File: src/design/bsc_pkg.sv
// ----------------------------------------------------------------------------
// bsc_pkg: shared types and constants of the box side classifier
// Register map codes, ego edge definitions and the control and flag
// bundles that pass between the pipeline, the lanes and the merge stage.
// ----------------------------------------------------------------------------
package bsc_pkg;

    // APB register file geometry.
    localparam int APB_DATA_W = 32;
    localparam int APB_ADDR_W = 5;
    localparam int NUM_REGS   = 8;
    localparam int REG_IDX_W  = 3;

    // One lane per obstacle corner, one cross product test per ego edge.
    localparam int NUM_CORNERS = 4;
    localparam int NUM_LANES   = 4;
    localparam int NUM_EDGES   = 4;

    typedef logic [1:0] corner_idx_t;
    typedef logic [REG_IDX_W-1:0] reg_idx_t;

    // Register indexes, in register map order.
    typedef enum logic [REG_IDX_W-1:0] {
        REG_EGO_V0_X = 3'd0,
        REG_EGO_V0_Y = 3'd1,
        REG_EGO_V1_X = 3'd2,
        REG_EGO_V1_Y = 3'd3,
        REG_EGO_V2_X = 3'd4,
        REG_EGO_V2_Y = 3'd5,
        REG_EGO_V3_X = 3'd6,
        REG_EGO_V3_Y = 3'd7
    } bsc_reg_e;

    // Ego edges tested against each obstacle corner.
    localparam int EDGE_F = 0;  // lateral edge v1 -> v2
    localparam int EDGE_H = 1;  // lateral edge v0 -> v3
    localparam int EDGE_L = 2;  // edge v1 -> v0
    localparam int EDGE_R = 3;  // edge v2 -> v3

    // Edge vector is corner[head] - corner[tail]; the corner offset is taken
    // relative to corner[tail].
    localparam corner_idx_t EDGE_HEAD [NUM_EDGES] = '{2'd2, 2'd3, 2'd0, 2'd3};
    localparam corner_idx_t EDGE_TAIL [NUM_EDGES] = '{2'd1, 2'd0, 2'd1, 2'd2};

    // Load enables of the three lane stages.
    typedef struct packed {
        logic load1;
        logic load2;
        logic load3;
    } bsc_lane_ctrl_t;

    // Signs found by one lane for its corner.
    typedef struct packed {
        logic f_neg;   // cross against edge v1->v2 below zero
        logic h_pos;   // cross against edge v0->v3 above zero
        logic l_neg;   // cross against edge v1->v0 below zero
        logic r_pos;   // cross against edge v2->v3 above zero
    } bsc_lane_flags_t;

endpackage

File: src/design/bsc_merge.sv
// ----------------------------------------------------------------------------
// bsc_merge: combines the lane flags into one classification
// Reduces the four corners' signs, applies the excluded flag and holds the
// result beat in the output register.
// ----------------------------------------------------------------------------
module bsc_merge #(
    parameter int ID_WIDTH = 16
) (
    input  logic                         aclk,
    input  logic                         aresetn,
    input  logic                         load,
    input  logic                         valid_in,
    input  logic [ID_WIDTH-1:0]          id_in,
    input  logic                         excluded_in,
    input  bsc_pkg::bsc_lane_flags_t     flags [bsc_pkg::NUM_LANES],
    output logic                         m_valid,
    output logic [ID_WIDTH-1:0]          m_result_id,
    output logic                         m_adjacent,
    output logic                         m_left_of_ego,
    output logic                         m_right_of_ego
);
    import bsc_pkg::*;

    logic                valid_reg;
    logic                valid_next;
    logic [ID_WIDTH-1:0] id_reg;
    logic                adj_reg;
    logic                left_reg;
    logic                right_reg;
    logic                any_f_neg;
    logic                any_h_pos;
    logic                all_l_neg;
    logic                all_r_pos;
    logic                adj;

    // Reduce across the corners.
    always_comb begin
        any_f_neg = 1'b0;
        any_h_pos = 1'b0;
        all_l_neg = 1'b1;
        all_r_pos = 1'b1;
        for (int i = 0; i < NUM_LANES; i++) begin
            any_f_neg = any_f_neg | flags[i].f_neg;
            any_h_pos = any_h_pos | flags[i].h_pos;
            all_l_neg = all_l_neg & flags[i].l_neg;
            all_r_pos = all_r_pos & flags[i].r_pos;
        end
    end

    assign adj        = any_f_neg && any_h_pos && !excluded_in;
    assign valid_next = load ? valid_in : valid_reg;

    always_ff @(posedge aclk) begin
        if (!aresetn) begin
            valid_reg <= 1'b0;
        end else begin
            valid_reg <= valid_next;
        end
    end

    // Result payload.
    always_ff @(posedge aclk) begin
        if (load) begin
            id_reg    <= id_in;
            adj_reg   <= adj;
            left_reg  <= adj && all_l_neg;
            right_reg <= adj && all_r_pos;
        end
    end

    assign m_valid        = valid_reg;
    assign m_result_id    = id_reg;
    assign m_adjacent     = adj_reg;
    assign m_left_of_ego  = left_reg;
    assign m_right_of_ego = right_reg;

endmodule

File: config.mk
export PLATFORM = sky130hd
export DESIGN_NAME = bsc_merge
export DESIGN_NICKNAME = d
export VERILOG_FILES = /design/src/design/bsc_pkg.sv /design/src/design/bsc_merge.sv
export SDC_FILE = /design/constraint.sdc
export NUM_CORES = 1
export LEC_CHECK = 0
export BUFFER_PORTS_ARGS = -buffer_cell sky130_fd_sc_hd__buf_4
export CORE_UTILIZATION = 35
export CTS_CLUSTER_SIZE = 20
export DETAILED_ROUTE_END_ITERATION = 12
export HOLD_SLACK_MARGIN = 0.08
export PLACE_DENSITY_LB_ADDON = 0.3
export REMOVE_ABC_BUFFERS = 1
export SETUP_SLACK_MARGIN = 0.15
export SLEW_MARGIN = 25
export SYNTH_ARGS = -nofsm -noshare
export SYNTH_HDL_FRONTEND = slang
export SYNTH_SLANG_ARGS = --single-unit
export TNS_END_PERCENT = 100
File: constraint.sdc
create_clock -name aclk -period 1.1 [get_ports aclk]
set_input_delay 0.165 -clock aclk [delete_from_list [all_inputs] [get_ports aclk]]
set_output_delay 0.165 -clock aclk [all_outputs]
set_load 0.005 [all_outputs]
---- Word level (Yosys, flattened, before mapping) ----
Index checks and enable logic that the tools add are counted.
operators by class
  $add $sub $neg .......................... 0
  multiply operators ...................... 0
  div/mod/pow operators ................... 0
  magnitude comparators ................... 0
  equality and inequality tests ........... 0
  shift operators ......................... 0
  muxes and demuxes ....................... 0
  bitwise gates (word level) .............. 12
  reduce and logical (&&, ||, !) cells .... 5
operators with widths
  operator           number
  $and 1x1->1        6
  $or 1x1->1         6
  $logic_and 1x1->1  4
  $logic_not 1->1    1
storage, ports and cells
  flip-flop bits (word level) ............. 20
  bits in latches ......................... 0
  RAM bits ................................ 0
  memory bits (read-only) ................. 0
  input port bits ......................... 37
  output and inout port bits .............. 20
  memories kept ........................... 0

---- Longest topological paths before layout ----
Gate-level depths: netlist of run 1.
  word-level depth ........................ 6
  mapped depth ............................ 2
  gate-level depth less buffers ........... 2

---- Worst setup path after synthesis of run 1 ----
Ideal clock, no wire load.
  path kind ............................... in2reg
  from .................................... in flags[10] in the netlist's numbering
  to ...................................... reg left_reg, in the netlist m_left_of_ego, data pin
  data arrival time ....................... 0.636 ns
  slack ................................... 0.190 ns
  stages .................................. 2
  buffers on the path ..................... 0
  cells stage by stage .................... nor4_1 -> nor4_1
on the way
  cells in the longest elaborated chain, start to end .. 6
ends and longest elaborated chain
  what                            RTL line         RTL
  start: declaration              bsc_merge.sv:15  input bsc_pkg::bsc_lane_flags_t flags [bsc_pkg::NUM_LANES],
  $or 1x1->1 (3 in a row)         bsc_merge.sv:44  any_h_pos = any_h_pos | flags[i].h_pos;
  $logic_and 1x1->1 (2 in a row)  bsc_merge.sv:50  assign adj = any_f_neg && any_h_pos && !excluded_in;
  $logic_and 1x1->1               bsc_merge.sv:66  left_reg <= adj && all_l_neg;
  end signal: assignment          bsc_merge.sv:66
  end: declaration                bsc_merge.sv:28  logic left_reg;
Every way passes these cells.
A chain may end at the register's enable or synchronous reset.

---- Worst setup path after layout of run 1 ----
  from .................................... reg id_reg[4], in the netlist m_result_id[4]
  to ...................................... out m_result_id[4]
RTL lines
  what                      RTL line         RTL
  start: declaration        bsc_merge.sv:26  logic [ID_WIDTH-1:0] id_reg;
  start signal: assignment  bsc_merge.sv:64  id_reg <= id_in;
  end: declaration          bsc_merge.sv:17  output logic [ID_WIDTH-1:0] m_result_id,
No word-level cell between the ends.

==> metrics.txt, run 1 <==
number of distinct library cells after synthesis=7; startpoint-to-endpoint class of the critical path=reg2out; final cell area excluding filler cells=approximately 0.0013 sq mm; first-pass GRT wire length=between 2000 and 2500 um; number of placed instances with taps included=110; starting DRC count in detailed routing=3; CTS tree=done; floorplan die area=0.002032 sq mm; leakage power figure=0.5659 nW; Max transition margin=70.89%; non-filler instance count after layout=130; type of the worst min-delay path=in2reg; count of standard-cell rows=15; Worst-path clk slew=around 100 ps; number of top-level pins=57; dominant delay contributor by cell family on the critical path=flip-flops; worst endpoint data arrival time=850 ps; area of the core region=~0.0017 sq mm; clk sink count=20; via density per instance=~4.5; Die H=45.08 um; endpoints failing hold=0; Filler Cells Inserted=126; Synth warnings=0; Mapped Avg Cell Area=22.39 sq um; Crit. End Element=output pin; crit path time final=1012 ps; measured slew at the worst slew-check pin=roughly 430 ps; first-pass iteration count of the detailed router=4; post-synthesis instance total=29; root buffer cell=clkbuf_4; detailed-route DRC error count=0; effective utilization at floorplan=37.61%; number of buffers created by CTS=3; number of buffers added for setup after CTS=0; Max Root-Sink Buffers=2; clock insertion delay at the later pin of the skew report=between 200 and 300 ps; final estimated routing congestion in global placement=approximately 0.6; library cell with the largest summed area after synthesis=edfxtp_1; vias after detailed routing=590; # setup viols final=0; number of global-route vias before repair=approximately 530; highest attainable clock frequency=just under 1000 MHz; overall track demand over capacity in global routing=~16%; max-slew violation count=0; Routed Wire Length=approximately 1800 um; Worst setup SP type=register; maximum fanout along the worst path=1; Post-synth top flop=edfxtp_1; share of post-route cells with drive strength above 1=between 50% and 60%; number of register bits inferred by synthesis=20; setup repair after global routing missed its margin=yes; Crit path largest cell delay=between 400 and 500 ps; largest voltage drop on the vdd net=roughly 0.9 mV; Critical Path, Cell by Cell=buf_4; total power divided by cell area=about 1200 mW/mm^2; Async S/R FF share, synth=0%; number of enable flip-flop cells after synthesis=19; total buffers and inverters traversed by the critical path=1; PortBufs=56; most frequent cell after synthesis=edfxtp_1; share of Yosys cell area claimed by the top area cell type=~88%; initial antenna violation count=0; Diodes inserted=0; cell area after technology mapping=~650 sq um; ranking of synthesized cells by instance count=edfxtp_1 (19), nor4_1 (4), nand4_1 (2); outcome=finished, final reports clean; final worst clock skew=0 ps; number of nets with antenna violations after routing=0; MaxCap Viol Count=0; final clock period utilization by the worst path=92.02%; Area growth syn-to-layout=101.7%; largest cells by area after synthesis=edfxtp_1 (88%), nor4_1 (3.9%), dfxtp_1 (3.1%); layout net count=around 140; htree depth=1; pin count of the biggest net entering global routing=21; Slowest-stage cell, CP=edfxtp_1; share of synthesized area occupied by flip-flops and latches=between 90% and 100%; post-DR wirelength/cell=about 14 um; DP Area=0.001101 sq mm; Die W=45.08 um; worst endpoint required time=roughly 940 ps; grt total ovfl=0
==> final timing paths <==
check	end	slack [ps]	cells past startpoint	start
worst min register to register	m_valid	530	2	m_valid
worst max-delay path	m_result_id[4]	90	1	m_result_id[4]
worst min-delay path	m_valid	90	2	aresetn
worst max register to register	m_valid	500	2	m_valid
==> power by group <==
group / total [mW] / internal (mW) / switching [mW]
sequential: 0.918 / 0.897 / 0.0216
clock: 0.334 / 0.140 / 0.194
combinational: 0.272 / 0.195 / 0.0763
total: 1.52 / 1.23 / 0.292
==> state kept, by name, summed over array words and instances, names as in the netlist <==
signal,count
m_adjacent,1
m_left_of_ego,1
m_result_id,16
m_right_of_ego,1
m_valid,1
==> metal layers <==
metal / vias to the layer above / track usage, % / share of wire [%]
li1: 272 / - / -
met1: 282 / 16.00 / 32
met2: 30 / 31.01 / 59
met3: 6 / 3.200 / 5.0
met4: 0 / 10.91 / 3.5
met5: - / 0 / 0
==> placed cells by master (no fill, tap or decap) <==
master | netlist | routed
nor3_1 | 1 | 1
nand4_1 | 2 | 2
dfxtp_1 | 1 | 1
mux2i_1 | 1 | 1
clkbuf_1 | 0 | 1
clkbuf_4 | 0 | 3
nor2b_1 | 1 | 1
buf_6 | 0 | 6
dlygate4sd3_1 | 0 | 16
nor4_1 | 4 | 4
edfxtp_1 | 19 | 19
buf_4 | 0 | 50
==> metrics by stage <==
| stage | power, mW | hold WS (ps) | setup WS [ps] | utilization, % | TNS, ps |
|---|---|---|---|---|---|
| 4_1_cts | 1.515 | 83.70 | 101.4 | 74.57 | 0 |
| 3_5_place_dp | 1.141 | 344.3 | -4.484 | 63.77 | -4.484 |
| 6_report | 1.524 | 91.13 | 87.82 | 75.87 | 0 |
| 3_3_place_gp | 1.134 | 343.5 | 48.92 | 63.77 | 0 |
| 2_1_floorplan | 0.9460 | 263.9 | 190.2 | - | 0 |
| 5_1_grt | 1.592 | 101.3 | 52.50 | 75.87 | 0 |
==> cells by family (layout without fill, tap and decap cells) <==
logic type | after synthesis | after routing | share of synthesized area (%)
and+or+nand+nor | 8 | 8 | 7.513
buffers and inverters | 0 | 76 | 0
muxes | 1 | 1 | 1.541
DFF | 20 | 20 | 90.94
==> area by class of cell <==
cell class              instances  area, sq um  area share [%]
repair buffers                 72        603.1           46.04
clock buffers                   4        26.28           2.006
well taps                      25        31.28           2.388
flip-flops and latches         20        590.6           45.08
multi-input cells               9        58.81           4.489
==> what timing repair did <==
item                       4_1_cts  5_1_grt
hold buffers                    16        0
hold endpoints to repair        16        0
pin swaps                        0        0
resized for setup                0        6
setup endpoints to repair       19       19
Note: power is estimated with default switching activity, not from simulation.
==> run 2: changes to the inputs <==
CORE_MARGIN = 5   (was not set)
==> run 2 against run 1 <==
First-iteration DRC count down 33%. Maximum frequency up 0.16%. Clock skew unchanged. Setup slack better by 1.6 ps. Largest power group unchanged. Global-route usage down 2.9 points.
==> metrics.txt, run 2 (synthesized netlist as in run 1, its figures left out) <==
max-slew violation count=0; worst endpoint required time=about 940 ps; commonest non-fill, non-tap cells in the layout=buf_4 (49), edfxtp_1 (19), dlygate4sd3_1 (17), buf_6 (8), nor4_1 (4); MaxCap Viol Count=0; Worst setup SP type=register; count of standard-cell rows=15; Die H=53.08 um; layout net count=approximately 150; via density per instance=approximately 4.5; final estimated routing congestion in global placement=0.6608; final worst clock skew=0 ps; total buffers and inverters traversed by the critical path=1; commonest non-fill, non-tap cell in the layout=buf_4; Reg-to-Reg Start=m_valid; CTS tree=done; non-filler instance count after layout=~130; Area growth syn-to-layout=109.8%; Critical Path, Cell by Cell=buf_6; grt total ovfl=0; Worst-path clk slew=120 ps; measured slew at the worst slew-check pin=~450 ps; Crit path largest cell delay=around 420 ps; highest attainable clock frequency=about 990 MHz; met3 wire len=between 200 and 300 um; wire length on met2=about 990 um; Max Root-Sink Buffers=2; starting DRC count in detailed routing=2; endpoints failing hold=0; htree depth=1; Crit. End Element=output pin; crit path time final=1011 ps; first-pass iteration count of the detailed router=2; maximum fanout along the worst path=1; Diodes inserted=0; number of buffers added for setup after CTS=0; worst hold-check slack=115.4 ps; post-DR wirelength/cell=14.30 um; setup repair after global routing missed its margin=yes; wire length the detailed router placed on met1=600 um; startpoint-to-endpoint class of the critical path=reg2out; area of the core region=0.001745 sq mm; dominant delay contributor by cell family on the critical path=flip-flops; leakage power figure=just under 0.6 nW; initial antenna violation count=0; Die W=53.08 um; final clock period utilization by the worst path=91.87%; largest voltage drop on the vdd net=just under 0.8 mV; share of post-route cells with drive strength above 1=between 50% and 60%; first-pass GRT wire length=approximately 2600 um; number of nets with antenna violations after routing=0; Max transition margin=69.92%; number of buffers created by CTS=3; outcome=finished, final reports clean; number of top-level pins=57; PortBufs=56; type of the worst min-delay path=in2reg; root buffer cell=clkbuf_4; detailed-route DRC error count=0; effective utilization at floorplan=a little under two fifths; # setup viols final=0; pin count of the biggest net entering global routing=21; floorplan die area=0.002817 sq mm; Routed Wire Length=around 1900 um; vias after detailed routing=597; number of global-route vias before repair=roughly 630; Slowest-stage cell, CP=edfxtp_1; top routing layer in use=met4; clock insertion delay at the later pin of the skew report=300 ps; overall track demand over capacity in global routing=between 10% and 20%; total power divided by cell area=1310 mW/mm^2; number of placed instances with taps included=~110; Min-Delay Startpoint=valid_in; flip-flop count of the largest register after layout=16; worst endpoint data arrival time=roughly 850 ps; Worst setup startpoint=m_result_id[6]; clk sink count=20
run 2: cell types whose count changed in the layout (fill, tap and decap cells not counted):
cell / before / now
dfxtp_2: 0 / 1
dlygate4sd3_1: 16 / 17
dfxtp_1: 1 / 0
clkbuf_1: 1 / 0
buf_6: 6 / 8
buf_4: 50 / 49
bufinv_16: 0 / 1
run 2: what timing repair did:
action,in CTS,in global routing
resized for setup,0,9
endpoints found under the setup margin,19,20
hold endpoints to repair,17,0
hold buffers,17,0
cloned,0,0
run 2: path summary, 6_finish.rpt:
| kind | end | slack (ps) | depth (start not counted) |
|---|---|---|---|
| max reg2reg | m_valid | 490 | 2 |
| min reg2reg | m_valid | 530 | 2 |
| min | m_valid | 120 | 3 |
| max | m_result_id[6] | 90 | 1 |
run 2: where the power goes:
group          leakage [nW]  switching, mW  internal, mW
sequential            0.194         0.0209         0.897
combinational         0.369         0.0770         0.202
clock                0.0279          0.220         0.368
run 2: final cells by class:
| cell class | instances | area [sq um] |
|---|---|---|
| Multi-Input combinational cell | 9 | 58.81 |
| Tap cell | 25 | 31.28 |
| Clock buffer | 3 | 22.52 |
| Clock inverter | 1 | 30.03 |
| Sequential cell | 20 | 591.8 |
| Fill cell | 110 | 382.9 |
| Timing Repair Buffer | 74 | 628.1 |
run 2: per-layer routing:
layer | track usage (%) | vias to the layer above
met5 | 0 | -
li1 | - | 276
met3 | 5.634 | 4
met2 | 24.59 | 42
met4 | 7.660 | 0
met1 | 12.72 | 275
run 2: metrics by stage:
stage	utilization [%]	power (mW)	TNS [ps]	cell area [sq um]	worst slack, ps
after floorplan	-	0.9460	0	649.4	190.2
after global placement	63.51	1.139	0	1109	34.84
after detailed placement	63.51	1.148	-26.71	1109	-14.16
after CTS	76.27	1.782	0	1331	74.48
after global routing	78.06	1.860	0	1363	33.07
final	78.06	1.785	0	1363	89.45
==> run 3: changes to the inputs <==
ABC_AREA = 1   (was not set)
CORE_UTILIZATION = 36   (was 35)
PLACE_DENSITY = 0.76   (was not set)
PLACE_DENSITY_LB_ADDON = not set   (was 0.3)
==> run 3 against run 2 <==
Count of clock-buffer cells in the layout unchanged. Area after synthesis increased by 2.3%. Worst hold slack improved by 2.4 ps. Via count is 0.67% lower. Critical endpoint is now m_result_id[3]. Largest cell class unchanged.
==> metrics.txt, run 3 <==
outcome=finished, final reports clean; clk sink count=20; PortBufs=56; layout net count=150; number of nets with antenna violations after routing=0; sequential power share=approximately three fifths; commonest non-fill, non-tap cells in the layout=buf_4 (50), edfxtp_1 (19), dlygate4sd3_1 (16), nor2_1 (6), buf_6 (6); Worst-path clk slew=around 110 ps; count of standard-cell rows=15; share of post-route cells with drive strength above 1=between 50% and 60%; max-slew violation count=0; Diodes inserted=0; endpoints failing hold=0; crit path time final=around 1000 ps; clock share of power=a little over a fifth; final clock period utilization by the worst path=about nine tenths; worst endpoint required time=about 940 ps; Max Root-Sink Buffers=2; Routed Wire Length=around 1800 um; effective utilization at floorplan=a little under two fifths; ranking of synthesized cells by instance count=edfxtp_1 (19), nor2_1 (6), inv_1 (3), nand2_1 (2), nand4_1 (2); Worst setup SP type=register; setup repair after global routing missed its margin=yes; total power divided by cell area=roughly 1100 mW/mm^2; switching power as a share of total power=between 10% and 20%; number of global-route vias before repair=approximately 650; CTS tree=done; area of the core region=around 0.0017 sq mm; worst endpoint data arrival time=830 ps; Setup WS post-layout=104.5 ps; Net Switching=between 200 and 300 uW; root buffer cell=clkbuf_4; type of the worst min-delay path=in2reg; Die H=about 53 um; floorplan die area=around 0.0028 sq mm; number of register bits inferred by synthesis=20; clock insertion delay at the later pin of the skew report=around 280 ps; initial antenna violation count=0; post-synthesis instance total=36; combinational power share=between 10% and 20%; Crit. End Element=output pin; number of top-level pins=57; largest cells by area after synthesis=edfxtp_1 (86%), nor2_1 (3.4%), dfxtp_1 (3.0%); vias after detailed routing=between 500 and 600; startpoint-to-endpoint class of the critical path=reg2out; total buffers and inverters traversed by the critical path=1; number of placed instances with taps included=117; commonest non-fill, non-tap cell in the layout=buf_4; Synth warnings=0; Async S/R FF share, synth=0%; measured slew at the worst slew-check pin=~250 ps; Die W=between 50 and 60 um; non-filler instance count after layout=about 140; Max transition margin=between 80 and 90%; pin count of the biggest net entering global routing=22; Crit path largest cell delay=between 400 and 500 ps; Slowest-stage cell, CP=edfxtp_1; maximum fanout along the worst path=1; post-place setup slack=between 200 and 300 ps; first-pass iteration count of the detailed router=2; leakage power figure=a little under 0.6 nW; Critical Path, Cell by Cell=buf_6; via density per instance=4.328; htree depth=1; worst hold-check slack=117.8 ps; overall track demand over capacity in global routing=13.59%; flip-flop count of the largest register after layout=16; Mapped Avg Cell Area=18.46 sq um; dominant delay contributor by cell family on the critical path=flip-flops; cell area after technology mapping=between 600 and 700 sq um; grt total ovfl=0; share of Yosys cell area claimed by the top area cell type=between 80% and 90%; final core area utilization=75.99%; summed negative setup slack over all endpoints=0 ps; highest attainable clock frequency=between 1000 and 1500 MHz; # setup viols final=0; final worst clock skew=0 ps; largest voltage drop on the vdd net=~0.76 mV; number of distinct library cells after synthesis=9; final estimated routing congestion in global placement=between 0.6 and 0.7; library cell with the largest summed area after synthesis=edfxtp_1; number of enable flip-flop cells after synthesis=19; number of buffers created by CTS=3; Area growth syn-to-layout=99.62%; post-DR wirelength/cell=13.32 um; most frequent cell after synthesis=edfxtp_1; detailed-route DRC error count=0; MaxCap Viol Count=0; first-pass GRT wire length=about 2700 um; starting DRC count in detailed routing=5; Post-synth top flop=edfxtp_1; share of synthesized area occupied by flip-flops and latches=88.89%; internal power=1.226 mW
==> run 3: cell types whose count changed after synthesis, sizes merged <==
cell,delta
a21oi,+1
inv,+3
mux2i,-1
nand2,+2
nand3,+1
nor2,+6
nor2b,-1
nor3,-1
nor4,-4
o21ai,+1
==> run 3: final timing paths <==
check	from	endpoint	slack, ps	depth (start not counted)
setup / recovery	m_result_id[3]	m_result_id[3]	100	1
hold / removal	valid_in	m_valid	120	3
setup reg to reg	m_valid	m_valid	430	2
hold reg to reg	m_valid	m_valid	570	2
==> run 3: layout make-up <==
class	count	area, sq um
repair buffers	72	603.1
clock buffers	3	22.52
flip-flops and latches	20	591.8
multi-input cells	13	62.56
clock inverters	1	3.754
inverters	3	11.26
fillers	117	419.2
well taps	25	31.28
==> run 3: stage by stage <==
stage / cell area (sq um) / power, mW
after floorplan: 664.4 / 0.9510
after global placement: 1116 / 1.143
after detailed placement: 1116 / 1.149
after CTS: 1306 / 1.523
after global routing: 1326 / 1.611
final: 1326 / 1.525
==> run 3: repair_timing <==
action | in CTS | in global routing
endpoints found under the setup margin | 19 | 20
resized for setup | 1 | 6
setup buffers | 0 | 0
hold endpoints to repair | 16 | 0
hold buffers | 16 | 0
==> run 3: cell families after synthesis <==
family	share of synthesized area, %
flops	88.89
buf+inv	1.695
simple gates	7.910
compound gates	1.505
==> run 3: power groups by stage <==
stage | Sequential (mW) | Clock [mW] | Combinational, mW
3_3_place_gp | 0.928 | 0 | 0.214
3_5_place_dp | 0.930 | 0 | 0.219
6_report | 0.917 | 0.331 | 0.276
2_1_floorplan | 0.938 | 0 | 0.0134
4_1_cts | 0.913 | 0.343 | 0.267
5_1_grt | 0.923 | 0.389 | 0.298
==> run 3: layer usage <==
| layer | track usage (%) | part of all wire (%) |
|---|---|---|
| met5 | 0 | 0 |
| met3 | 6.197 | 15 |
| met4 | 2.553 | 0 |
| met1 | 13.00 | 34 |
| met2 | 26.24 | 51 |
