### config.mk
export PLATFORM = sky130hd
export DESIGN_NAME = bsc_cfg_regs
export DESIGN_NICKNAME = d
export VERILOG_FILES = /design/src/design/bsc_pkg.sv /design/src/design/bsc_cfg_regs.sv
export SDC_FILE = /design/constraint.sdc
export NUM_CORES = 1
export LEC_CHECK = 0
export BUFFER_PORTS_ARGS = -buffer_cell sky130_fd_sc_hd__buf_2
export CAP_MARGIN = 40
export CORE_ASPECT_RATIO = 1.75
export CORE_UTILIZATION = 51
export DETAILED_ROUTE_END_ITERATION = 7
export PLACE_DENSITY = 0.75
export SETUP_SLACK_MARGIN = 0.2
export SYNTH_ARGS = -nofsm -noshare
export SYNTH_HDL_FRONTEND = slang
export SYNTH_SLANG_ARGS = --single-unit
### constraint.sdc
create_clock -name aclk -period 4.3 [get_ports aclk]
set_clock_uncertainty 0.1 [all_clocks]
set_input_delay 0.215 -clock aclk [delete_from_list [all_inputs] [get_ports aclk]]
set_output_delay 0.215 -clock aclk [all_outputs]
set_load 0.03 [all_outputs]
### src/design/bsc_pkg.sv
// ----------------------------------------------------------------------------
// bsc_pkg: shared types and constants of the box side classifier
// Register map codes, ego edge definitions and the control and flag
// bundles that pass between the pipeline, the lanes and the merge stage.
// ----------------------------------------------------------------------------
package bsc_pkg;

    // APB register file geometry.
    localparam int APB_DATA_W = 32;
    localparam int APB_ADDR_W = 5;
    localparam int NUM_REGS   = 8;
    localparam int REG_IDX_W  = 3;

    // One lane per obstacle corner, one cross product test per ego edge.
    localparam int NUM_CORNERS = 4;
    localparam int NUM_LANES   = 4;
    localparam int NUM_EDGES   = 4;

    typedef logic [1:0] corner_idx_t;
    typedef logic [REG_IDX_W-1:0] reg_idx_t;

    // Register indexes, in register map order.
    typedef enum logic [REG_IDX_W-1:0] {
        REG_EGO_V0_X = 3'd0,
        REG_EGO_V0_Y = 3'd1,
        REG_EGO_V1_X = 3'd2,
        REG_EGO_V1_Y = 3'd3,
        REG_EGO_V2_X = 3'd4,
        REG_EGO_V2_Y = 3'd5,
        REG_EGO_V3_X = 3'd6,
        REG_EGO_V3_Y = 3'd7
    } bsc_reg_e;

    // Ego edges tested against each obstacle corner.
    localparam int EDGE_F = 0;  // lateral edge v1 -> v2
    localparam int EDGE_H = 1;  // lateral edge v0 -> v3
    localparam int EDGE_L = 2;  // edge v1 -> v0
    localparam int EDGE_R = 3;  // edge v2 -> v3

    // Edge vector is corner[head] - corner[tail]; the corner offset is taken
    // relative to corner[tail].
    localparam corner_idx_t EDGE_HEAD [NUM_EDGES] = '{2'd2, 2'd3, 2'd0, 2'd3};
    localparam corner_idx_t EDGE_TAIL [NUM_EDGES] = '{2'd1, 2'd0, 2'd1, 2'd2};

    // Load enables of the three lane stages.
    typedef struct packed {
        logic load1;
        logic load2;
        logic load3;
    } bsc_lane_ctrl_t;

    // Signs found by one lane for its corner.
    typedef struct packed {
        logic f_neg;   // cross against edge v1->v2 below zero
        logic h_pos;   // cross against edge v0->v3 above zero
        logic l_neg;   // cross against edge v1->v0 below zero
        logic r_pos;   // cross against edge v2->v3 above zero
    } bsc_lane_flags_t;

endpackage

### src/design/bsc_cfg_regs.sv
// ----------------------------------------------------------------------------
// bsc_cfg_regs: ego corner register file
// APB write/read access to the eight ego corner coordinates, plus a
// registered copy of the four ego edge vectors used by the lanes.
// ----------------------------------------------------------------------------
module bsc_cfg_regs #(
    parameter int COORD_WIDTH = 24
) (
    input  logic                                aclk,
    input  logic                                aresetn,
    input  logic                                psel,
    input  logic                                penable,
    input  logic                                pwrite,
    input  logic [bsc_pkg::APB_ADDR_W-1:0]      paddr,
    input  logic [bsc_pkg::APB_DATA_W-1:0]      pwdata,
    output logic [bsc_pkg::APB_DATA_W-1:0]      prdata,
    output logic                                pready,
    output logic signed [COORD_WIDTH-1:0]       ego_x [bsc_pkg::NUM_CORNERS],
    output logic signed [COORD_WIDTH-1:0]       ego_y [bsc_pkg::NUM_CORNERS],
    output logic signed [COORD_WIDTH:0]         edge_x [bsc_pkg::NUM_EDGES],
    output logic signed [COORD_WIDTH:0]         edge_y [bsc_pkg::NUM_EDGES]
);
    import bsc_pkg::*;

    localparam int DW = COORD_WIDTH + 1;

    logic signed [COORD_WIDTH-1:0] cfg_reg  [NUM_REGS];
    logic signed [COORD_WIDTH-1:0] cfg_next [NUM_REGS];
    logic signed [DW-1:0]          edge_x_reg [NUM_EDGES];
    logic signed [DW-1:0]          edge_y_reg [NUM_EDGES];
    logic signed [DW-1:0]          edge_x_next [NUM_EDGES];
    logic signed [DW-1:0]          edge_y_next [NUM_EDGES];
    logic                          wr_en;
    reg_idx_t                      wr_idx;

    assign pready = 1'b1;
    assign wr_en  = psel && penable && pwrite;
    assign wr_idx = paddr[APB_ADDR_W-1:2];

    // Register write on the access phase.
    always_comb begin
        for (int i = 0; i < NUM_REGS; i++) begin
            cfg_next[i] = cfg_reg[i];
        end
        if (wr_en) begin
            cfg_next[wr_idx] = pwdata[COORD_WIDTH-1:0];
        end
    end

    always_ff @(posedge aclk) begin
        if (!aresetn) begin
            for (int i = 0; i < NUM_REGS; i++) begin
                cfg_reg[i] <= '0;
            end
        end else begin
            for (int i = 0; i < NUM_REGS; i++) begin
                cfg_reg[i] <= cfg_next[i];
            end
        end
    end

    // Read data is the stored field, zero extended.
    assign prdata = APB_DATA_W'($unsigned(cfg_reg[wr_idx]));

    // Corner views of the register file.
    assign ego_x[0] = cfg_reg[REG_EGO_V0_X];
    assign ego_y[0] = cfg_reg[REG_EGO_V0_Y];
    assign ego_x[1] = cfg_reg[REG_EGO_V1_X];
    assign ego_y[1] = cfg_reg[REG_EGO_V1_Y];
    assign ego_x[2] = cfg_reg[REG_EGO_V2_X];
    assign ego_y[2] = cfg_reg[REG_EGO_V2_Y];
    assign ego_x[3] = cfg_reg[REG_EGO_V3_X];
    assign ego_y[3] = cfg_reg[REG_EGO_V3_Y];

    // Edge vectors are registered from the corner differences and follow the corners in the next cycle.
    for (genvar k = 0; k < NUM_EDGES; k++) begin : g_edge
        assign edge_x_next[k] = {ego_x[EDGE_HEAD[k]][COORD_WIDTH-1], ego_x[EDGE_HEAD[k]]}
                              - {ego_x[EDGE_TAIL[k]][COORD_WIDTH-1], ego_x[EDGE_TAIL[k]]};
        assign edge_y_next[k] = {ego_y[EDGE_HEAD[k]][COORD_WIDTH-1], ego_y[EDGE_HEAD[k]]}
                              - {ego_y[EDGE_TAIL[k]][COORD_WIDTH-1], ego_y[EDGE_TAIL[k]]};

        always_ff @(posedge aclk) begin
            if (!aresetn) begin
                edge_x_reg[k] <= '0;
                edge_y_reg[k] <= '0;
            end else begin
                edge_x_reg[k] <= edge_x_next[k];
                edge_y_reg[k] <= edge_y_next[k];
            end
        end

        assign edge_x[k] = edge_x_reg[k];
        assign edge_y[k] = edge_y_reg[k];
    end

endmodule

======== Word-level counts from Yosys, hierarchy flattened ========
Memories as Yosys holds them, arrays and structs flattened.
Cells that the tools add are included.
operators by class
  bitwise operators ....................... 17
  order comparisons ....................... 2
  reductions and logical operators ........ 3
  $add $sub $neg .......................... 8
  multiplexer cells ....................... 22
operators with widths
  kind                                                count
  two-way mux 24 bit                                  9
  two-way mux 25 bit                                  8
  subtractor 24 x 24 -> 25 bit                        8
  bitwise mux 192 bit                                 1
  two-way mux 192 bit                                 1
  demux 24 bit (select 3 bit)                         1
  bitwise OR 1 bit                                    16
  >= comparator 4 bit, second input constant          1
  < comparator 4 x 1 -> 1 bit, second input constant  1
  inverter 3 -> 4 bit                                 1
  logical AND 1 bit                                   3
  two-way mux 1 bit                                   2
word-level totals
  bits in writable memories ............... 392
  input bits .............................. 42
  register bits ........................... 0
  memories kept ........................... 3
  output and inout port bits .............. 425
memory list
  memory      depth  width  read ports  clocked after Yosys merged registers in  wr ports  RTL line            text
  cfg_reg     8      24     9           0                                        8         bsc_cfg_regs.sv:27  logic signed [COORD_WIDTH-1:0] cfg_reg [NUM_REGS];
  edge_x_reg  4      25     4           0                                        4         bsc_cfg_regs.sv:29  logic signed [DW-1:0] edge_x_reg [NUM_EDGES];
  edge_y_reg  4      25     4           0                                        4         bsc_cfg_regs.sv:30  logic signed [DW-1:0] edge_y_reg [NUM_EDGES];

======== Depth between registers and ports, before layout ========
Gate-level depths: netlist of the first run.
  depth after elaboration ................. 8
  gate-level depth with buffers ........... 11
  depth with buffers taken out ............ 11

======== Least setup slack after synthesis of the first run ========
OpenSTA, ideal clock, no wires.
  path kind ............................... register -> register
  start point ............................. memory cfg_reg[6][0]
  end point ............................... memory edge_x_reg[1][49] (netlist bit)
  data arrival time ....................... 2.654 ns
  path slack .............................. 1.432 ns
  path buffers ............................ 0
  library setup time ...................... 0.115 ns
  period minus slack after synthesis ...... 2.868 ns
  cell stages (with the launch flop) ...... 12
  cell sequence ........................... dfxtp_1 > inv_1 > ha_1 > fa_1 > nand2b_1 > a21oi_1 > o21ai_1 > a21oi_1 > a21oi_1 > o21ai_1 > a41oi_1 > o21a_1
RTL lines
  what         RTL line
  from (decl)  bsc_cfg_regs.sv:27
  to (decl)    bsc_cfg_regs.sv:29

==> results of run 1 <==
-- worst max path at each step --
stage | cells after the start | slack [ns] | endpoint | startpoint
6_report | 11 | 0.87 | edge_y_reg[3][17]$_SDFF_PN0_ | cfg_reg[5][1]$_SDFFE_PN0P_
5_1_grt | 11 | 0.79 | edge_y_reg[3][17]$_SDFF_PN0_ | cfg_reg[5][1]$_SDFFE_PN0P_
4_1_cts | 11 | 0.97 | edge_y_reg[3][17]$_SDFF_PN0_ | cfg_reg[5][1]$_SDFFE_PN0P_
3_5_place_dp | 11 | 1.00 | edge_y_reg[3][17]$_SDFF_PN0_ | cfg_reg[5][1]$_SDFFE_PN0P_
3_3_place_gp | 11 | 0.99 | edge_y_reg[3][17]$_SDFF_PN0_ | cfg_reg[5][1]$_SDFFE_PN0P_
2_1_floorplan | 11 | 1.43 | edge_x_reg[1][49]$_SDFF_PN0_ | cfg_reg[6][0]$_SDFFE_PN0P_
-- cell type report --
class / count / area share [%]
clock inverters: 17 / 0.771
clock buffers: 53 / 4.26
well taps: 566 / 2.65
inverters: 180 / 2.55
diodes: 3 / 0.0281
multi-input cells: 2153 / 49.6
flip-flops and latches: 392 / 29.3
repair buffers: 508 / 10.8
-- what timing repair did --
| item | in CTS | in global routing |
|---|---|---|
| hold buffers | 24 | 0 |
| buffers inserted | 0 | 0 |
| hold endpoints to repair | 192 | 0 |
-- routing by layer --
layer | share of wire (%) | vias to the layer above | global-route usage (%)
li1 | - | 10700 | -
met1 | 35 | 10900 | 40.9
met2 | 50 | 1225 | 67.1
met3 | 7.0 | 349 | 5.39
met4 | 7.9 | 0 | 26.8
met5 | 0 | - | 0
-- tightest hold or removal path, delay by kind of cell --
family,cells,cell delay (ns)
buffers and inverters,2,0.31
AND/OR/NAND/NOR,1,0.18
-- placed cells by master (no fill, tap or decap), drive strengths merged, types with 34 or more instances in the layout --
cell and instances:
nand2b 36, o21a 34, nand3 34, clkbuf 53, dfxtp 392, buf 484, nand2 517, inv 181
nand4 50, nor2 234, o21ai 100, xnor2 75, ha 192, nor2b 34, a21o 66, a22oi 97
nor3 45, a21oi 347, xor2 52
-- metrics by stage --
step	area [µm²]	util [%]	hold slack [ns]	total power, mW	std cells
after global placement	24900	57.4	0.372	5.47	3762
final	26800	61.6	0.118	9.10	3872
after CTS	26800	61.5	0.161	9.11	3869
after detailed placement	25200	57.9	0.381	5.49	3775
after global routing	26800	61.6	0.186	9.38	3871
after floorplan	22500	-	0.400	5.03	2889
-- power groups by stage --
stage          sequential (mW)  clock (mW)  combinational, mW
2_1_floorplan             4.26           0              0.774
3_3_place_gp              3.95           0               1.52
3_5_place_dp              3.95           0               1.54
4_1_cts                   3.87        3.67               1.57
5_1_grt                   3.88        3.82               1.68
6_report                  3.88        3.64               1.58
-- cells by family (layout without fill, tap and decap cells) --
| family | after synthesis | after routing | share of synthesized area, % |
|---|---|---|---|
| buffers and inverters | 344 | 758 | 6.27 |
| and+or+nand+nor | 1010 | 1010 | 19.6 |
| DFF | 392 | 392 | 34.9 |
| adders and majority gates | 200 | 200 | 11.4 |
| other | 2 | 12 | 0.0334 |
| xor gates and xnor gates | 127 | 127 | 4.95 |
| muxes | 14 | 14 | 0.623 |
| AOI/OAI and AO/OA | 793 | 793 | 22.2 |
==> results.toml, run 1 <==
[yosys]
ys_top_cells_by_count = "nand2_1, dfxtp_1, a21oi_1"
synthDistinctLibCells = 85
ys_ff_latch = 392
netlist.area_leader.share_pct = 34.9
seq_area_frac_synth_pct = 34.9
post-synth-top-area-cell = "dfxtp_1"
synth_ff_type = "dfxtp_1"
synthTopCellsByArea = "dfxtp_1, ha_1, nand2_1, a21oi_1, nor2_1"
synth_area_per_cell_um2 = 7.80
async_reset_ff_share_pct = 0
postSynthCellCount = 2882
yosys_warnings = 0
synth_area_um2 = 22500
synth.most_common_cell = "nand2_1"
synth-edff-count = 0

[clock_network]
cts_sinks = 392
cts_max_path_buffers = 3
path_clk_slew_ns = 0.06
worstSkewPairLatency_ns = 0.57
htreeDepth = 2
clock-root-buffer = "clkbuf_16"
cts_inserted_buffers = 39
cts_resized = 0
cts_tree = "built"

[status]
status = "finished clean"

[floorplan]
rows = 101
io_pins = 467
die_x_um = 161
core-area_um2 = 43500
initial_core_util_pct = 51.7
dieArea_um2 = 44900
die_h_um = 280

[worst_setup_path]
arrival_ns = 3.75
cp-end-kind = "flop"
cpLargestDelayFamily = "compound AO/OA/AOI/OAI gates"
crit_path_start_kind = "flop"
timing.rr.end = "edge_y_reg[3][17]$_SDFF_PN0_"
required_ns = 4.62
worstPathCellList = "inv_1, ha_1, nor2b_1, o2111ai_1, a2111oi_1, o211ai_1, buf_4, o22ai_1, a31oi_1, xor2_1, nor2_1"
worstSetupPathType = "reg2reg"
r2r_setup_slack_ns = 0.87
cp_max_fo = 6
cp_slowest_stage_delay_ns = 0.55
crit_buf_inv = 2
slowest_stage = "a2111oi_1"
rr_worst_depth = 11
timing.rr.start = "cfg_reg[5][1]$_SDFFE_PN0P_"

[min_path]
hold_start = "aresetn"
hp-class = "in2reg"
hold_depth = 3
worst_hold_path.endpoint = "edge_y_reg[3][19]$_SDFF_PN0_"

[finish]
largest_reg_flops = 192
syn_to_final_growth_pct = 19.1
multiInputGateArea_um2 = 13300
final-seq-area_um2 = 7850
drive_above_1_share_pct = 17.5
final_nets = 3516
fill_cells = 4007

[route]
totalWireLength_um = 87800
viasPerCell = 6.00
drc = 0
vias = 23200
wl_per_cell_um = 22.7
drt_pre_antenna_iters = 7
detail-route-antenna-nets = 0
initialDrtViolationCount = 1800

[placed_design]
place_ws_ns = 1.00
io_buffer_count = 447
finalWeightedCongestion = 1.01
dpl.hpwl_um = 67100

[power_and_ir_drop]
p_leak_nw = 12.5
swShare_pct = 29.5
p_int_mw = 6.42
clkPwrFrac_pct = 40.0
power_density_nw_per_um2 = 340
ir_worst_vdd_uv = 340
combinationalPowerShare_pct = 17.4
pwr-share-seq_pct = 42.6
power.switching_mw = 2.69

[global_routing]
grt_max_degree = 148
antenna_found_initial = 2
grt_pass1_vias = 22500
grtUsageTotal_pct = 37.8
grt_pass1_wl_um = 131000
grt.overflow.total = 0

[sta]
setup_viol = 0
final.setup.tns_ns = 0
rsz0062_at_grt = "no"
fin_crit_sh_pct = 79.9
finalHoldViolCount = 0
min_period_ns = 3.43
tightest_slew_ns = 0.971
slew_violations = 0
max_slew_margin_pct = 35.2
fmax_mhz = 291
worst_slack_ns = 0.866

[flow_run]
max-cap-violations = 0
(Power assumes the default switching activity.)
==> run 2: changes to the inputs <==
Clock period 4.3 ns to 3.5 ns, I/O delays scaled along.
==> run 2 against run 1 <==
  * Core utilization increased by 0.50 points
  * Clock-buffer cell count up 1
  * Routed wire length rose by 1.3%
  * Clock power is 17% higher
  * Sequential share of layout area shrank 0.23 points
  * Combinational power is 25% higher
  * Design area up 0.80%
  * First-iteration DRC count is 13% higher
  * Die area unchanged
  * The flow now finishes with violations (design-rule violations)
  * Non-clock buffer count up 47
  * Hold slack improved by 0.0085 ns
==> results.toml, run 2 (synthesis results as in run 1) <==
[status]
status = "finished, violations left"
violations = "design-rule violations"

[finish]
mostFrequentLayoutCell = "nand2_1"
design_area_um2 = 27000
final_cell_mix = "nand2_1, buf_2, dfxtp_1"
largest_reg_flops = 192
fill_cells = 3961
finish.utilization_pct = 62.1
fin_cells = 3916
drive_above_1_share_pct = 18.6
final_nets = 3562
syn_to_final_growth_pct = 20.0

[global_routing]
grt_max_degree = 120
grt_pass1_wl_um = 132000
antenna_found_initial = 3
grt_pass1_vias = 22900
grtUsageTotal_pct = 38.3
grt.overflow.total = 0

[clock_network]
cts_max_path_buffers = 3
cts_tree = "built"
htreeDepth = 2
path_clk_slew_ns = 0.07
clock-root-buffer = "clkbuf_16"
cts_sinks = 392
cts_inserted_buffers = 38
worstSkewPairLatency_ns = 0.56

[power_and_ir_drop]
ir_worst_vdd_uv = 391
power_density_nw_per_um2 = 408
p_leak_nw = 12.7

[floorplan]
core-area_um2 = 43500
dieArea_um2 = 44900
die_h_um = 280
rows = 101
die_x_um = 161
io_pins = 467
initial_core_util_pct = 51.7

[flow_run]
max-cap-violations = 0

[worst_setup_path]
cp_max_fo = 5
crit_path_start_kind = "flop"
arrival_ns = 3.48
worstPathCellList = "ha_1, nor2b_1, o31a_1, o31ai_1, a311oi_1, buf_4, a31oi_1, o21bai_1, xnor2_1, nor2_1"
cp_slowest_stage_delay_ns = 0.52
slowest_stage = "dfxtp_1"
cp-end-kind = "flop"
required_ns = 3.82
worstSetupPathType = "reg2reg"

[route]
totalWireLength_um = 88900
initialDrtViolationCount = 2029
vias = 23300
viasPerCell = 5.95
wl_per_cell_um = 22.7
detail-route-antenna-nets = 0
drt_pre_antenna_iters = 8
drc = 6

[sta]
slew_violations = 0
final.setup.tns_ns = 0
min_period_ns = 3.16
rsz0062_at_grt = "no"
fin_crit_sh_pct = 90.3
setup_viol = 0
finalHoldViolCount = 0
max_slew_margin_pct = 45.0
fmax_mhz = 316
tightest_slew_ns = 0.825

[placed_design]
placed_cells = 3820
placed_area_um2 = 25400
dpl.hpwl_um = 69100
finalWeightedCongestion = 1.02
io_buffer_count = 447

[min_path]
hp-class = "in2reg"
==> run 2: changes by cell type in the layout (fill, tap and decap cells not counted), sizes merged <==
cell	delta
inv	+1
clkinv	-2
bufinv	-2
clkbuf	+1
buf	+47
diode	-1
==> run 2: power breakdown <==
group          internal [mW]  total [mW]  switching (mW)
logic                  0.658        1.98            1.33
clock network           2.40        4.27            1.88
registers               4.66        4.75          0.0920
total                   7.71        11.0            3.29
==> run 2: worst paths after layout <==
| kind | endpoint | slack [ns] | from | cells past startpoint |
|---|---|---|---|---|
| max reg2reg | edge_y_reg[2][20]$_SDFF_PN0_ | 0.34 | cfg_reg[1][2]$_SDFFE_PN0P_ | 10 |
| min | edge_x_reg[0][14]$_SDFF_PN0_ | 0.13 | aresetn | 3 |
| max | edge_y_reg[2][20]$_SDFF_PN0_ | 0.34 | cfg_reg[1][2]$_SDFFE_PN0P_ | 10 |
| min reg2reg | cfg_reg[3][23]$_SDFFE_PN0P_ | 0.39 | cfg_reg[3][23]$_SDFFE_PN0P_ | 2 |
==> run 2: metal layers <==
metal | global-route usage (%) | share of wire [%]
met2 | 67.6 | 49
met4 | 27.0 | 8.0
met5 | 0 | 0.015
met1 | 41.8 | 36
met3 | 5.74 | 7.1
==> run 2: per-stage QoR <==
step                      total power, mW  hold WS [ns]  setup WS [ns]
after CTS                            11.0         0.111          0.237
after global routing                 11.3         0.129          0.249
after global placement               6.75         0.378          0.309
after detailed placement             6.76         0.385          0.281
final                                11.0         0.126          0.339
after floorplan                      6.18         0.360          0.632
==> run 2: worst max-delay path, delay by kind of cell, from the launching register on <==
family / cells / cell delay [ns]
AO/OA/AOI/OAI: 5 / 1.36
XOR/XNOR: 1 / 0.24
adder cells (fa/ha/maj): 1 / 0.34
buffers and inverters: 1 / 0.19
flip-flops: 1 / 0.52
AND/OR/NAND/NOR: 2 / 0.27
==> run 2: what timing repair did <==
action                     CTS  global route
hold buffers                24             0
setup buffers                0             2
hold endpoints to repair   192             0
resized for setup            0             3
setup endpoints to repair    0             7
==> run 2: cell type report <==
cell class,count,area [µm²],area share [%]
multi-input combinational,2153,13300,49.2
sequential,392,7850,29.1
timing repair buffer,555,3180,11.8
clock buffer,54,1120,4.16
tap,566,708,2.63
inverter,180,683,2.53
clock inverter,14,149,0.552
antenna,2,5.00,0.0186
==> run 3: changes to the inputs <==
Settings changed: CORE_UTILIZATION 51 to 55, PLACE_DENSITY 0.75 to 0.8.
==> run 3 against run 2 <==
  * Hold slack improved by 0.047 ns
  * Highest routed layer unchanged
  * First-iteration DRC count decreased by 7.3%
  * Sequential share of layout area increased by 0.17 points
  * Sequential power about the same
  * Via count increased by 0.87%
  * The flow now finishes without violations
  * Combinational power about the same
  * Register-to-register slack got worse by 0.15 ns
  * Total power decreased by 1.9%
==> results.toml, run 3 (synthesis results as in run 1) <==
[finish]
syn_to_final_growth_pct = 19.3
design_area_um2 = 26800
fin_cells = 3876
final_nets = 3549
finish.utilization_pct = 66.8
largest_reg_flops = 192
drive_above_1_share_pct = 18.1
mostFrequentLayoutCell = "nand2_1"
final_cell_mix = "nand2_1, buf_2, dfxtp_1"
fill_cells = 3403

[route]
viasPerCell = 6.06
detail-route-antenna-nets = 0
wl_per_cell_um = 21.9
drc = 0
drt_pre_antenna_iters = 6
vias = 23500
totalWireLength_um = 85000
initialDrtViolationCount = 1880

[clock_network]
cts_inserted_buffers = 37
worstSkewPairLatency_ns = 0.56
clock-root-buffer = "clkbuf_16"
cts_max_path_buffers = 3
path_clk_slew_ns = 0.07
cts_sinks = 392
htreeDepth = 2
cts_tree = "built"
post_cts_buffers = 0

[sta]
setup_viol = 0
fin_crit_sh_pct = 94.5
max_slew_margin_pct = 45.4
finalHoldViolCount = 0
slew_violations = 0
fmax_mhz = 302
final.setup.tns_ns = 0
tightest_slew_ns = 0.815
min_period_ns = 3.31
rsz0062_at_grt = "no"

[worst_setup_path]
cp_max_fo = 5
cp-end-kind = "flop"
crit_path_start_kind = "flop"
required_ns = 3.89
worstSetupPathType = "reg2reg"
arrival_ns = 3.69

[global_routing]
grtUsageTotal_pct = 39.8
grt_pass1_vias = 23000
grt.overflow.total = 0
grt_max_degree = 143
antenna_found_initial = 3
grt_pass1_wl_um = 128000

[power_and_ir_drop]
power_density_nw_per_um2 = 402
power.total_mw = 10.8
p_leak_nw = 12.6
ir_worst_vdd_uv = 387

[floorplan]
core-area_um2 = 40200
die_h_um = 269
rows = 97
io_pins = 467
die_x_um = 155
initial_core_util_pct = 55.9
dieArea_um2 = 41700

[placed_design]
placed_cells = 3787
io_buffer_count = 447
finalWeightedCongestion = 1.04
dpl.hpwl_um = 65400
placed_area_um2 = 25400

[min_path]
hp-class = "in2reg"

[flow_run]
max-cap-violations = 0

[status]
status = "finished clean"
==> run 3: changes by cell type in the layout (fill, tap and decap cells not counted), moves of 2 or more <==
cell | before | now
clkinv_4 | 2 | 0
buf_8 | 4 | 6
clkinv_2 | 6 | 3
buf_4 | 78 | 61
clkbuf_1 | 5 | 8
buf_12 | 0 | 3
==> run 3: critical path: stages, from the launching register on <==
cell       delay (ns)
dfxtp_1          0.42
inv_1            0.07
ha_1             0.37
a21o_1           0.14
a21oi_1          0.10
a2111oi_1        0.58
o211ai_1         0.43
buf_4            0.28
o22ai_1          0.35
a31oi_1          0.16
xor2_1           0.16
nor2_1           0.08
==> run 3: layer usage <==
metal,share of wire [%],GRT usage [%]
met3,8.0,5.98
met2,48,67.9
met5,0.014,0
met4,9.8,34.7
met1,34,42.5
==> run 3: cell type report <==
class | count | area (µm²) | area share, %
Timing Repair Buffer | 543 | 3120 | 11.6
Tap cell | 544 | 681 | 2.54
Clock inverter | 6 | 61.3 | 0.229
Multi-Input combinational cell | 2153 | 13300 | 49.5
Clock buffer | 57 | 1140 | 4.26
Antenna cell | 1 | 2.50 | 0.00933
Sequential cell | 392 | 7850 | 29.3
Inverter | 180 | 683 | 2.55
==> run 3: worst paths after layout <==
| kind | end | depth (start not counted) | from | slack [ns] |
|---|---|---|---|---|
| max | edge_y_reg[3][17]$_SDFF_PN0_ | 11 | cfg_reg[5][3]$_SDFFE_PN0P_ | 0.19 |
| min | cfg_reg[4][0]$_SDFFE_PN0P_ | 5 | paddr[2] | 0.17 |
| max reg2reg | edge_y_reg[3][17]$_SDFF_PN0_ | 11 | cfg_reg[5][3]$_SDFFE_PN0P_ | 0.19 |
| min reg2reg | cfg_reg[2][7]$_SDFFE_PN0P_ | 2 | cfg_reg[2][7]$_SDFFE_PN0P_ | 0.41 |
==> run 3: where the power goes <==
part | internal (mW) | leakage [nW] | switching, mW | total [mW]
Clock | 2.32 | 0.592 | 1.76 | 4.08
Combinational | 0.651 | 8.85 | 1.30 | 1.95
Sequential | 4.66 | 3.18 | 0.0996 | 4.76
Total | 7.63 | 12.6 | 3.16 | 10.8
==> run 3: through the flow <==
step | hold slack, ns | setup slack (ns)
floorplan | 0.360 | 0.632
global placement | 0.377 | 0.354
detailed placement | 0.391 | 0.337
CTS | 0.144 | 0.296
global route | 0.213 | 0.203
finish | 0.173 | 0.192
==> run 3: timing repair <==
action | CTS | global route
hold endpoints to repair | 203 | 0
endpoints found under the setup margin | 0 | 4
hold buffers | 25 | 0
gates resized for setup | 0 | 3
